$ cat src/design/assert_macros.svh
// Assertion shorthands used by block_buffer_lru_manager_top.
// Depends on nothing; the including file provides clock and reset names.
`ifndef ASSERT_MACROS_SVH
`define ASSERT_MACROS_SVH

// Same-cycle implication, disabled while reset is asserted.
`define AST_IMP(lbl, clk, rst_n, ante, cons) \
    lbl: assert property (@(posedge clk) disable iff (!rst_n) (ante) |-> (cons)) \
        else $error("assertion failed");

// Next-cycle implication, disabled while reset is asserted.
`define AST_NXT(lbl, clk, rst_n, ante, cons) \
    lbl: assert property (@(posedge clk) disable iff (!rst_n) (ante) |=> (cons)) \
        else $error("assertion failed");

`endif

$ cat src/design/bblru_pkg.sv
// Shared types and codes for the buffer LRU manager.
// Used by bblru_cell and block_buffer_lru_manager_top; depends on nothing.
package bblru_pkg;

    localparam int MAX_IDX_W = 6;   // enough for the largest slot count
    localparam int MAX_AGE_W = 32;  // enough for the widest age counter
    localparam int SLOT_W    = 5;
    localparam int BLK_W     = 16;

    localparam logic [1:0] CMD_ALLOC  = 2'd0;
    localparam logic [1:0] CMD_LOOKUP = 2'd1;
    localparam logic [1:0] CMD_DIRTY  = 2'd2;
    localparam logic [1:0] CMD_FLUSH  = 2'd3;

    localparam logic [1:0] ST_OK   = 2'd0;
    localparam logic [1:0] ST_OOB  = 2'd1;
    localparam logic [1:0] ST_MISS = 2'd2;

    localparam logic [BLK_W-1:0] BLOCK_LIMIT_RST = 16'd8192;

    typedef struct packed {
        logic [1:0]       cmd;
        logic [BLK_W-1:0] block_num;
    } t_in_item;

    typedef struct packed {
        logic [1:0]        status;
        logic [SLOT_W-1:0] slot;
        logic              writeback_valid;
        logic [BLK_W-1:0]  writeback_block;
        logic              last;
    } t_out_item;

    // Running search result carried from one cell to the next.
    typedef struct packed {
        logic                 valid;
        logic                 free_found;
        logic [MAX_IDX_W-1:0] free_idx;
        logic                 best_found;
        logic [MAX_AGE_W-1:0] best_age;
        logic [MAX_IDX_W-1:0] best_idx;
        logic                 best_dirty;
        logic [BLK_W-1:0]     best_block;
        logic                 match_found;
        logic [MAX_IDX_W-1:0] match_idx;
        logic                 flush_found;
        logic [MAX_IDX_W-1:0] flush_idx;
        logic [BLK_W-1:0]     flush_block;
    } t_carry;

    // Values broadcast from the controller to every cell.
    typedef struct packed {
        logic [BLK_W-1:0]     blk;
        logic [MAX_IDX_W:0]   start;
        logic                 upd_alloc;
        logic                 upd_dirty;
        logic [MAX_IDX_W-1:0] upd_idx;
    } t_bcast;

endpackage

$ cat src/design/bblru_cell.sv
// One buffer slot: used, dirty, block number and age, plus one search stage.
// Depends on bblru_pkg.
module bblru_cell #(
    parameter int AGE_BITS = 16,
    parameter int IDX      = 0
) (
    input  logic              i_clk,
    input  logic              i_rst_n,
    input  bblru_pkg::t_carry i_carry,
    input  bblru_pkg::t_bcast i_bcast,
    output bblru_pkg::t_carry o_carry
);

    localparam logic [AGE_BITS-1:0] AGE_MAX = {AGE_BITS{1'b1}};
    localparam logic [bblru_pkg::MAX_IDX_W-1:0] MY_IDX = IDX[bblru_pkg::MAX_IDX_W-1:0];
    localparam logic [bblru_pkg::MAX_IDX_W:0] MY_IDX_EXT = IDX[bblru_pkg::MAX_IDX_W:0];

    logic                          r_used;
    logic                          r_dirty;
    logic [bblru_pkg::BLK_W-1:0]   r_block;
    logic [AGE_BITS-1:0]           r_age;
    logic [AGE_BITS-1:0]           w_aged;
    logic [bblru_pkg::MAX_AGE_W-1:0] w_aged_ext;
    bblru_pkg::t_carry             n_carry;
    bblru_pkg::t_carry             r_carry;
    logic                          r_carry_valid;

    assign w_aged     = (r_age == AGE_MAX) ? r_age : r_age + AGE_BITS'(1);
    assign w_aged_ext = bblru_pkg::MAX_AGE_W'(w_aged);

    // The oldest slot is judged on ages as they stand after this allocate's aging.
    always_comb begin
        n_carry = i_carry;
        if (r_used) begin
            if (!i_carry.best_found || w_aged_ext > i_carry.best_age) begin
                n_carry.best_found = 1'b1;
                n_carry.best_age   = w_aged_ext;
                n_carry.best_idx   = MY_IDX;
                n_carry.best_dirty = r_dirty;
                n_carry.best_block = r_block;
            end
            if (!i_carry.match_found && r_block == i_bcast.blk) begin
                n_carry.match_found = 1'b1;
                n_carry.match_idx   = MY_IDX;
            end
            if (!i_carry.flush_found && r_dirty && MY_IDX_EXT >= i_bcast.start) begin
                n_carry.flush_found = 1'b1;
                n_carry.flush_idx   = MY_IDX;
                n_carry.flush_block = r_block;
            end
        end else if (!i_carry.free_found) begin
            n_carry.free_found = 1'b1;
            n_carry.free_idx   = MY_IDX;
        end
    end

    always_ff @(posedge i_clk) begin
        r_carry <= n_carry;
        if (!i_rst_n) begin
            r_carry_valid <= 1'b0;
        end else begin
            r_carry_valid <= i_carry.valid;
        end
    end

    always_comb begin
        o_carry       = r_carry;
        o_carry.valid = r_carry_valid;
    end

    always_ff @(posedge i_clk) begin
        if (i_bcast.upd_alloc) begin
            if (i_bcast.upd_idx == MY_IDX) begin
                r_block <= i_bcast.blk;
                r_age   <= '0;
            end else if (r_used) begin
                r_age <= w_aged;
            end
        end
        if (!i_rst_n) begin
            r_used  <= 1'b0;
            r_dirty <= 1'b0;
        end else if (i_bcast.upd_alloc && i_bcast.upd_idx == MY_IDX) begin
            r_used  <= 1'b1;
            r_dirty <= 1'b0;
        end else if (i_bcast.upd_dirty && i_bcast.upd_idx == MY_IDX) begin
            r_dirty <= 1'b1;
        end
    end

endmodule

$ cat config.mk
export PLATFORM = sky130hd
export DESIGN_NAME = bblru_cell
export DESIGN_NICKNAME = d
export VERILOG_FILES = /design/src/design/assert_macros.svh /design/src/design/bblru_pkg.sv /design/src/design/bblru_cell.sv
export SDC_FILE = /design/constraint.sdc
export NUM_CORES = 1
export LEC_CHECK = 0
export ABC_CLOCK_PERIOD_IN_PS = 4400
export BUFFER_PORTS_ARGS = -buffer_cell sky130_fd_sc_hd__buf_4
export CAP_MARGIN = 20
export CORE_MARGIN = 5
export CORE_UTILIZATION = 47
export DETAILED_ROUTE_END_ITERATION = 12
export PLACE_DENSITY = 0.79
export SETUP_SLACK_MARGIN = 0.5
export SYNTH_ARGS = -nofsm -noshare
export SYNTH_HDL_FRONTEND = slang
export SYNTH_SLANG_ARGS = --single-unit
$ cat constraint.sdc
create_clock -name i_clk -period 4.4 [get_ports i_clk]
set_clock_uncertainty 0.1 [all_clocks]
set_input_delay 0 -clock i_clk [delete_from_list [all_inputs] [get_ports i_clk]]
set_output_delay 0 -clock i_clk [all_outputs]
set_load 0.01 [all_outputs]
==> flow_metrics.py, run 1 <==
metrics = {
    "floorplan": {
        "initial_utilization_pct": 48.0,
        "core_sq_um": 10300,
        "die_area_sq_um": 12700,
        "pin_count": 221,
        "num_rows": 37,
        "fp.dieW_um": 113,
        "die_h_um": 113,
    },
    "synthesis": {
        "yosysUniqueCellTypes": 40,
        "synthCells": 406,
        "avgSynthCellArea_sq_um": 12.2,
        "synthDominantCellAreaShare_pct": 38.7,
        "yosys-top-cells-area": "dfxtp_1, edfxtp_1, mux2_2, mux2_1, ha_1",
        "syn_area_sq_um": 4960,
        "yosys_warnings": 0,
        "synth.most_common_cell": "dfxtp_1",
        "synth_edf_count": 32,
        "ys_seq_elements": 128,
        "synthFlopType": "dfxtp_1",
        "yosysTopAreaCell": "dfxtp_1",
        "netlist_top_cells_count": "dfxtp_1, and2_1, edfxtp_1, nor2b_1, mux2_2",
        "syn_nets": 550,
        "seq_area_frac_synth_pct": 58.1,
        "async_flop_share_pct": 0,
    },
    "clock_tree": {
        "h-tree-depth": 4,
        "clock-sinks": 128,
        "cts_tree": "yes",
        "clkLatencyLatePin_ps": 520,
        "clk_path_buf_depth": 2,
        "clk_pin_slew_ps": 70,
        "cts_buffers": 17,
        "cts_root_buf": "clkbuf_8",
    },
    "sta": {
        "setup_tns_ps": 0,
        "worst_pin_slew_ps": 921,
        "slew_headroom_pct": 38.6,
        "rsz0062_at_grt": "true",
        "worst_hold_slack_ps": 125,
        "setup_viol": 0,
        "period_share_pct": 91.9,
        "finalHoldViolCount": 0,
        "slew_violations": 0,
        "worst_slack_ps": 357,
        "timing.fmax_mhz": 247,
        "min_period_ps": 4040,
    },
    "finish": {
        "fin_area_sq_um": 9120,
        "drive_gt1_share_pct": 43.4,
        "nets": 932,
        "syn2layout_area_growth_pct": 83.8,
        "n_fill_cell": 435,
    },
    "drt": {
        "wl_per_cell_um": 22.2,
        "initialDrtViolationCount": 236,
        "firstDrtPassIters": 4,
        "ant_nets": 0,
        "via_count": 4898,
        "drc": 0,
        "avgViaCountPerCell": 5.22,
        "routed_wl_mm": 20.9,
    },
    "global_routing": {
        "use_met3_pct": 8.56,
        "busiest_layer": "met2",
        "grt_pass1_wl_mm": 29.9,
        "antenna_found_initial": 2,
        "grt_usage_pct": 31.0,
        "grtUsageMet2_pct": 58.6,
        "overflow": 0,
        "grt_use_met1_pct": 29.9,
        "grt_pass1_vias": 5418,
        "grt_max_degree": 20,
    },
    "outcome": {
        "status": "finished clean",
    },
    "power": {
        "powerDensity_nw_per_um2": 336,
        "ir_drop_mv": 0.259,
        "p_leak_nw": 4.12,
    },
    "setup_path": {
        "crit_chain": "ha_2, nand2_1, or2_2, or2_4, buf_6, a21oi_2, ha_1, nand4_1, a2111oi_2, or4b_4, o211ai_4, buf_6, buf_12, buf_6, mux2i_1",
        "cp.depth": 15,
        "path_buf_inv": 4,
        "endpoint": "o_carry[53]",
        "required_ps": 4710,
        "r2r_cells": 15,
        "worstReg2RegEnd": "o_carry[53]",
        "r2r_slack_ps": 360,
        "slowest_stage": "or4b_4",
        "crit_fanout": 7,
        "crit_path_start": "r_age[0]",
        "end_kind": "flop",
        "arrival_ps": 4360,
        "cp_common_cell": "buf_6",
        "path_class": "reg -> reg",
        "cpPeakStageDelay_ps": 550,
        "worstSetupStartpointType": "flop",
        "r2r_start": "r_age[0]",
        "critical-path-top-delay-family": "simple AND/OR/NAND/NOR gates",
    },
    "placed_design": {
        "place.gp.congestion": 0.869,
        "place_area_sq_um": 6760,
        "dpl.hpwl_mm": 10.4,
        "dpl_worst_slack_ps": 273,
        "port-buffer-count": 220,
    },
    "hold_path": {
        "hp-class": "in -> reg",
    },
    "flow_run": {
        "drv_cap": 0,
    },
}
[per-layer routing]
layer	up-vias	part of all wire [%]	routed length [um]
met3	97	7.2	1510
met1	2333	31	6570
met4	0	7.0	1460
met2	292	54	11300
li1	2176	-	-
met5	-	0	0
[cells by family after synthesis]
family / Yosys count / synth area share [%]
adders and majority gates: 17 / 4.29
DFF: 128 / 58.1
buffers and inverters: 31 / 3.03
xor gates and xnor gates: 25 / 4.41
muxes: 53 / 12.0
AOI/OAI and AO/OA: 22 / 3.00
and+or+nand+nor: 130 / 15.1
[stage by stage]
stage / power (mW) / cells / utilization (%)
finish: 3.06 / 939 / 88.3
global route: 3.16 / 939 / 88.3
CTS: 3.01 / 929 / 85.6
detailed placement: 1.56 / 757 / 65.4
global placement: 1.55 / 757 / 65.4
floorplan: 1.38 / 406 / -
[worst min-delay path by stage]
stage / startpoint / end / slack (ps) / cells after the start
3_5_place_dp: i_bcast[18] / r_block[3] / 100 / 1
2_1_floorplan: i_bcast[15] / r_block[0] / -1 / 0
3_3_place_gp: i_bcast[22] / r_block[7] / 90 / 1
4_1_cts: i_bcast[22] / r_block[7] / 100 / 2
6_report: i_bcast[22] / r_block[7] / 120 / 2
5_1_grt: i_bcast[20] / r_block[5] / 110 / 2
[registers in the layout (all words and copies together), names as in the netlist]
register       count
o_carry           93
r_age             16
r_block           16
r_carry_valid      1
r_dirty            1
r_used             1
[cell type report]
type | count | area (sq um) | share of cell area, %
tap | 136 | 170 | 1.87
clock buffer | 20 | 468 | 5.13
timing repair buffer | 374 | 3270 | 35.8
clock inverter | 12 | 119 | 1.30
sequential | 128 | 2880 | 31.6
antenna | 2 | 5.00 | 0.0549
inverter | 20 | 75.1 | 0.823
multi-input combinational | 247 | 2130 | 23.3
[what timing repair did]
item / CTS / global route
endpoints found under the setup margin: 47 / 55
hold endpoints to repair: 128 / 0
hold buffers: 127 / 0
cloned: 2 / 2
resized for setup: 18 / 47
buffers inserted: 11 / 6
pin swaps: 3 / 10
[cell usage in the layout (no fill, tap or decap), types with 6 or more instances in the layout]
cell	Yosys	routed
nand3_1	11	9
xnor2_1	23	20
mux2_4	1	15
a21oi_1	9	7
nor2b_1	26	25
buf_6	4	6
nor2_1	14	14
mux2_2	25	25
mux2_1	23	9
buf_4	1	233
edfxtp_1	32	32
dfxtp_1	96	96
nand4_1	9	9
clkbuf_16	0	20
and2_1	32	31
nand2_1	12	11
ha_1	17	13
inv_1	20	20
dlygate4sd3_1	0	127
[report_power, final]
part / total, mW / switching [mW] / internal (mW)
registers: 1.27 / 0.0212 / 1.25
clock network: 1.40 / 0.566 / 0.830
logic: 0.391 / 0.142 / 0.249
total: 3.06 / 0.730 / 2.33
No activity file was read; power rests on OpenSTA's default activity.
==> inputs of run 2 (changes only) <==
==> constraint.sdc (replaced) <==
create_clock -name i_clk -period 4.4 [get_ports i_clk]
set_clock_uncertainty 0.1 [all_clocks]
set_input_delay 0.44 -clock i_clk [delete_from_list [all_inputs] [get_ports i_clk]]
set_output_delay 0.44 -clock i_clk [all_outputs]
set_load 0.01 [all_outputs]
==> run 2 against run 1 <==
Against the previous run: sequential cell count unchanged; design area down 13%; maximum frequency up 1.7%; first-iteration DRC count down 29%; global-route usage down 9.4 points; worst hold slack worse by 110 ps; die area unchanged; core utilization down 12 points; power down 5.8%; critical path depth up 1; non-clock buffer count down 116; final cell count down 13%; largest power group unchanged; highest routed layer unchanged.
==> flow_metrics.py, run 2 (synthesis gave the netlist of run 1 again) <==
metrics = {
    "outcome": {
        "status": "finished clean",
    },
    "power": {
        "combPwrFrac_pct": 9.9,
        "power.internal_mw": 2.22,
        "p_switching_mw": 0.660,
        "switching_share_pct": 22.9,
        "pwr-share-seq_pct": 44.0,
        "ir_drop_mv": 0.259,
        "p_leak_nw": 3.67,
        "powerDensity_nw_per_um2": 364,
        "p_clk_share_pct": 46.1,
    },
    "finish": {
        "syn2layout_area_growth_pct": 59.4,
        "largest_reg_flops": 93,
        "mostFrequentLayoutCells": "buf_4, dfxtp_1, and2_1, edfxtp_1, mux2_4",
        "drive_gt1_share_pct": 51.8,
        "n_fill_cell": 668,
        "n_antenna_cell": 0,
        "final_common_cell": "buf_4",
        "nets": 816,
        "fin_area_sq_um": 7910,
    },
    "setup_path": {
        "cpPeakStageDelay_ps": 560,
        "path_class": "reg -> reg",
        "end_kind": "flop",
        "worstReg2RegEnd": "o_carry[53]",
        "r2r_cells": 16,
        "arrival_ps": 4300,
        "endpoint": "o_carry[53]",
        "crit_path_start": "r_age[0]",
        "r2r_slack_ps": 430,
        "r2r_start": "r_age[0]",
        "required_ps": 4720,
        "crit_chain": "ha_2, nand2_1, or2_4, or2_4, buf_4, xnor2_2, ha_1, nor2b_4, o211ai_2, a2111oi_2, or4b_4, o211ai_4, buf_12, buf_12, buf_4, mux2i_1",
        "cp.depth": 16,
        "critical-path-top-delay-family": "simple AND/OR/NAND/NOR gates",
        "crit_fanout": 8,
        "path_buf_inv": 4,
        "slowest_stage": "or4b_4",
        "worstSetupStartpointType": "flop",
    },
    "floorplan": {
        "num_rows": 37,
        "die_h_um": 113,
        "fp.dieW_um": 113,
        "die_area_sq_um": 12700,
        "initial_utilization_pct": 48.0,
        "pin_count": 221,
        "core_sq_um": 10300,
    },
    "clock_tree": {
        "clock-sinks": 128,
        "cts_tree": "yes",
        "clk_pin_slew_ps": 60,
        "h-tree-depth": 4,
        "clkLatencyLatePin_ps": 520,
        "cts_buffers": 17,
        "clk_path_buf_depth": 2,
        "cts_root_buf": "clkbuf_8",
    },
    "sta": {
        "slew_headroom_pct": 39.1,
        "setup_viol": 0,
        "rsz0062_at_grt": "true",
        "worst_slack_ps": 426,
        "period_share_pct": 90.3,
        "min_period_ps": 3970,
        "slew_violations": 0,
        "worst_pin_slew_ps": 914,
        "timing.fmax_mhz": 252,
        "setup_tns_ps": 0,
        "finalHoldViolCount": 0,
    },
    "drt": {
        "initialDrtViolationCount": 168,
        "drc": 0,
        "ant_nets": 0,
        "via_count": 4049,
        "firstDrtPassIters": 5,
        "avgViaCountPerCell": 4.93,
        "routed_wl_mm": 15.0,
        "wl_per_cell_um": 18.3,
    },
    "global_routing": {
        "grt_pass1_vias": 4243,
        "overflow": 0,
        "grt_pass1_wl_mm": 21.4,
        "antenna_found_initial": 0,
        "grt_usage_pct": 21.6,
        "grt_max_degree": 19,
    },
    "placed_design": {
        "place.gp.congestion": 0.880,
        "port-buffer-count": 220,
        "place_area_sq_um": 6760,
        "dpl_worst_slack_ps": 260,
        "dpl.hpwl_mm": 10.6,
    },
    "hold_path": {
        "hp-class": "in -> reg",
    },
    "flow_run": {
        "drv_cap": 0,
    },
}
==> run 2: cell types whose count changed in the layout (fill, tap and decap cells not counted), moves of 4 or more <==
cell / change
dlygate4sd3_1: -120
mux2_4: +12
buf_4: +9
mux2_1: -8
buf_6: -5
mux2_2: -4
==> run 2: power groups by stage <==
stage                     clock (mW)  combinational [mW]  sequential (mW)
after CTS                       1.34               0.267             1.27
after global routing            1.41               0.306             1.27
after detailed placement           0               0.265             1.29
after floorplan                    0              0.0621             1.31
final                           1.33               0.286             1.27
after global placement             0               0.257             1.29
==> run 2: per-layer routing <==
| layer | vias to the layer above | global-route usage [%] | routed length [um] |
|---|---|---|---|
| met5 | - | 0 | 0 |
| met4 | 0 | 5.85 | 344 |
| met3 | 29 | 8.77 | 1140 |
| met2 | 140 | 39.3 | 8110 |
| met1 | 1946 | 23.2 | 5400 |
| li1 | 1934 | - | - |
==> run 2: worst min-delay path by stage <==
| stage | from | to | slack (ps) | cells past startpoint |
|---|---|---|---|---|
| floorplan | r_dirty | o_carry[46] | 360 | 1 |
| CTS | i_bcast[22] | r_block[7] | 2 | 1 |
| global placement | r_dirty | o_carry[46] | 400 | 1 |
| global route | i_bcast[19] | r_block[4] | -0.04 | 1 |
| detailed placement | r_dirty | o_carry[46] | 420 | 1 |
| finish | i_bcast[29] | r_block[14] | 10 | 1 |
==> run 2: per-stage QoR <==
| stage | instances | util (%) | hold slack (ps) | power [mW] |
|---|---|---|---|---|
| floorplan | 406 | - | 358 | 1.38 |
| global placement | 757 | 65.4 | 400 | 1.55 |
| detailed placement | 757 | 65.4 | 416 | 1.56 |
| CTS | 796 | 72.3 | 2.02 | 2.87 |
| global route | 821 | 76.6 | -0.0372 | 2.99 |
| finish | 821 | 76.6 | 13.8 | 2.88 |
==> run 2: worst register-to-register path, cell delays in order, from the launching register on <==
cell       delay (ps)
edfxtp_1          470
ha_2              230
nand2_1            70
or2_4             270
or2_4             290
buf_4             170
xnor2_2           250
ha_1              270
nor2b_4            50
o211ai_2          160
a2111oi_2          90
or4b_4            560
o211ai_4          240
buf_12            180
buf_12            140
buf_4             110
mux2i_1           250
==> run 2: final cells by class <==
class                   count  area [sq um]  area share [%]
flip-flops and latches    128          2880            36.5
multi-input cells         247          2130            26.9
repair buffers            258          2080            26.3
clock buffers              18           439            5.55
well taps                 136           170            2.15
clock inverters            14           130            1.65
inverters                  20          75.1           0.949
==> run 2: repair_timing <==
item,4_1_cts,5_1_grt
pin swaps,3,11
gates resized for setup,14,43
setup buffers,6,15
cloned,1,3
endpoints found under the hold margin,0,7
setup endpoints to repair,45,55
hold buffers,0,7
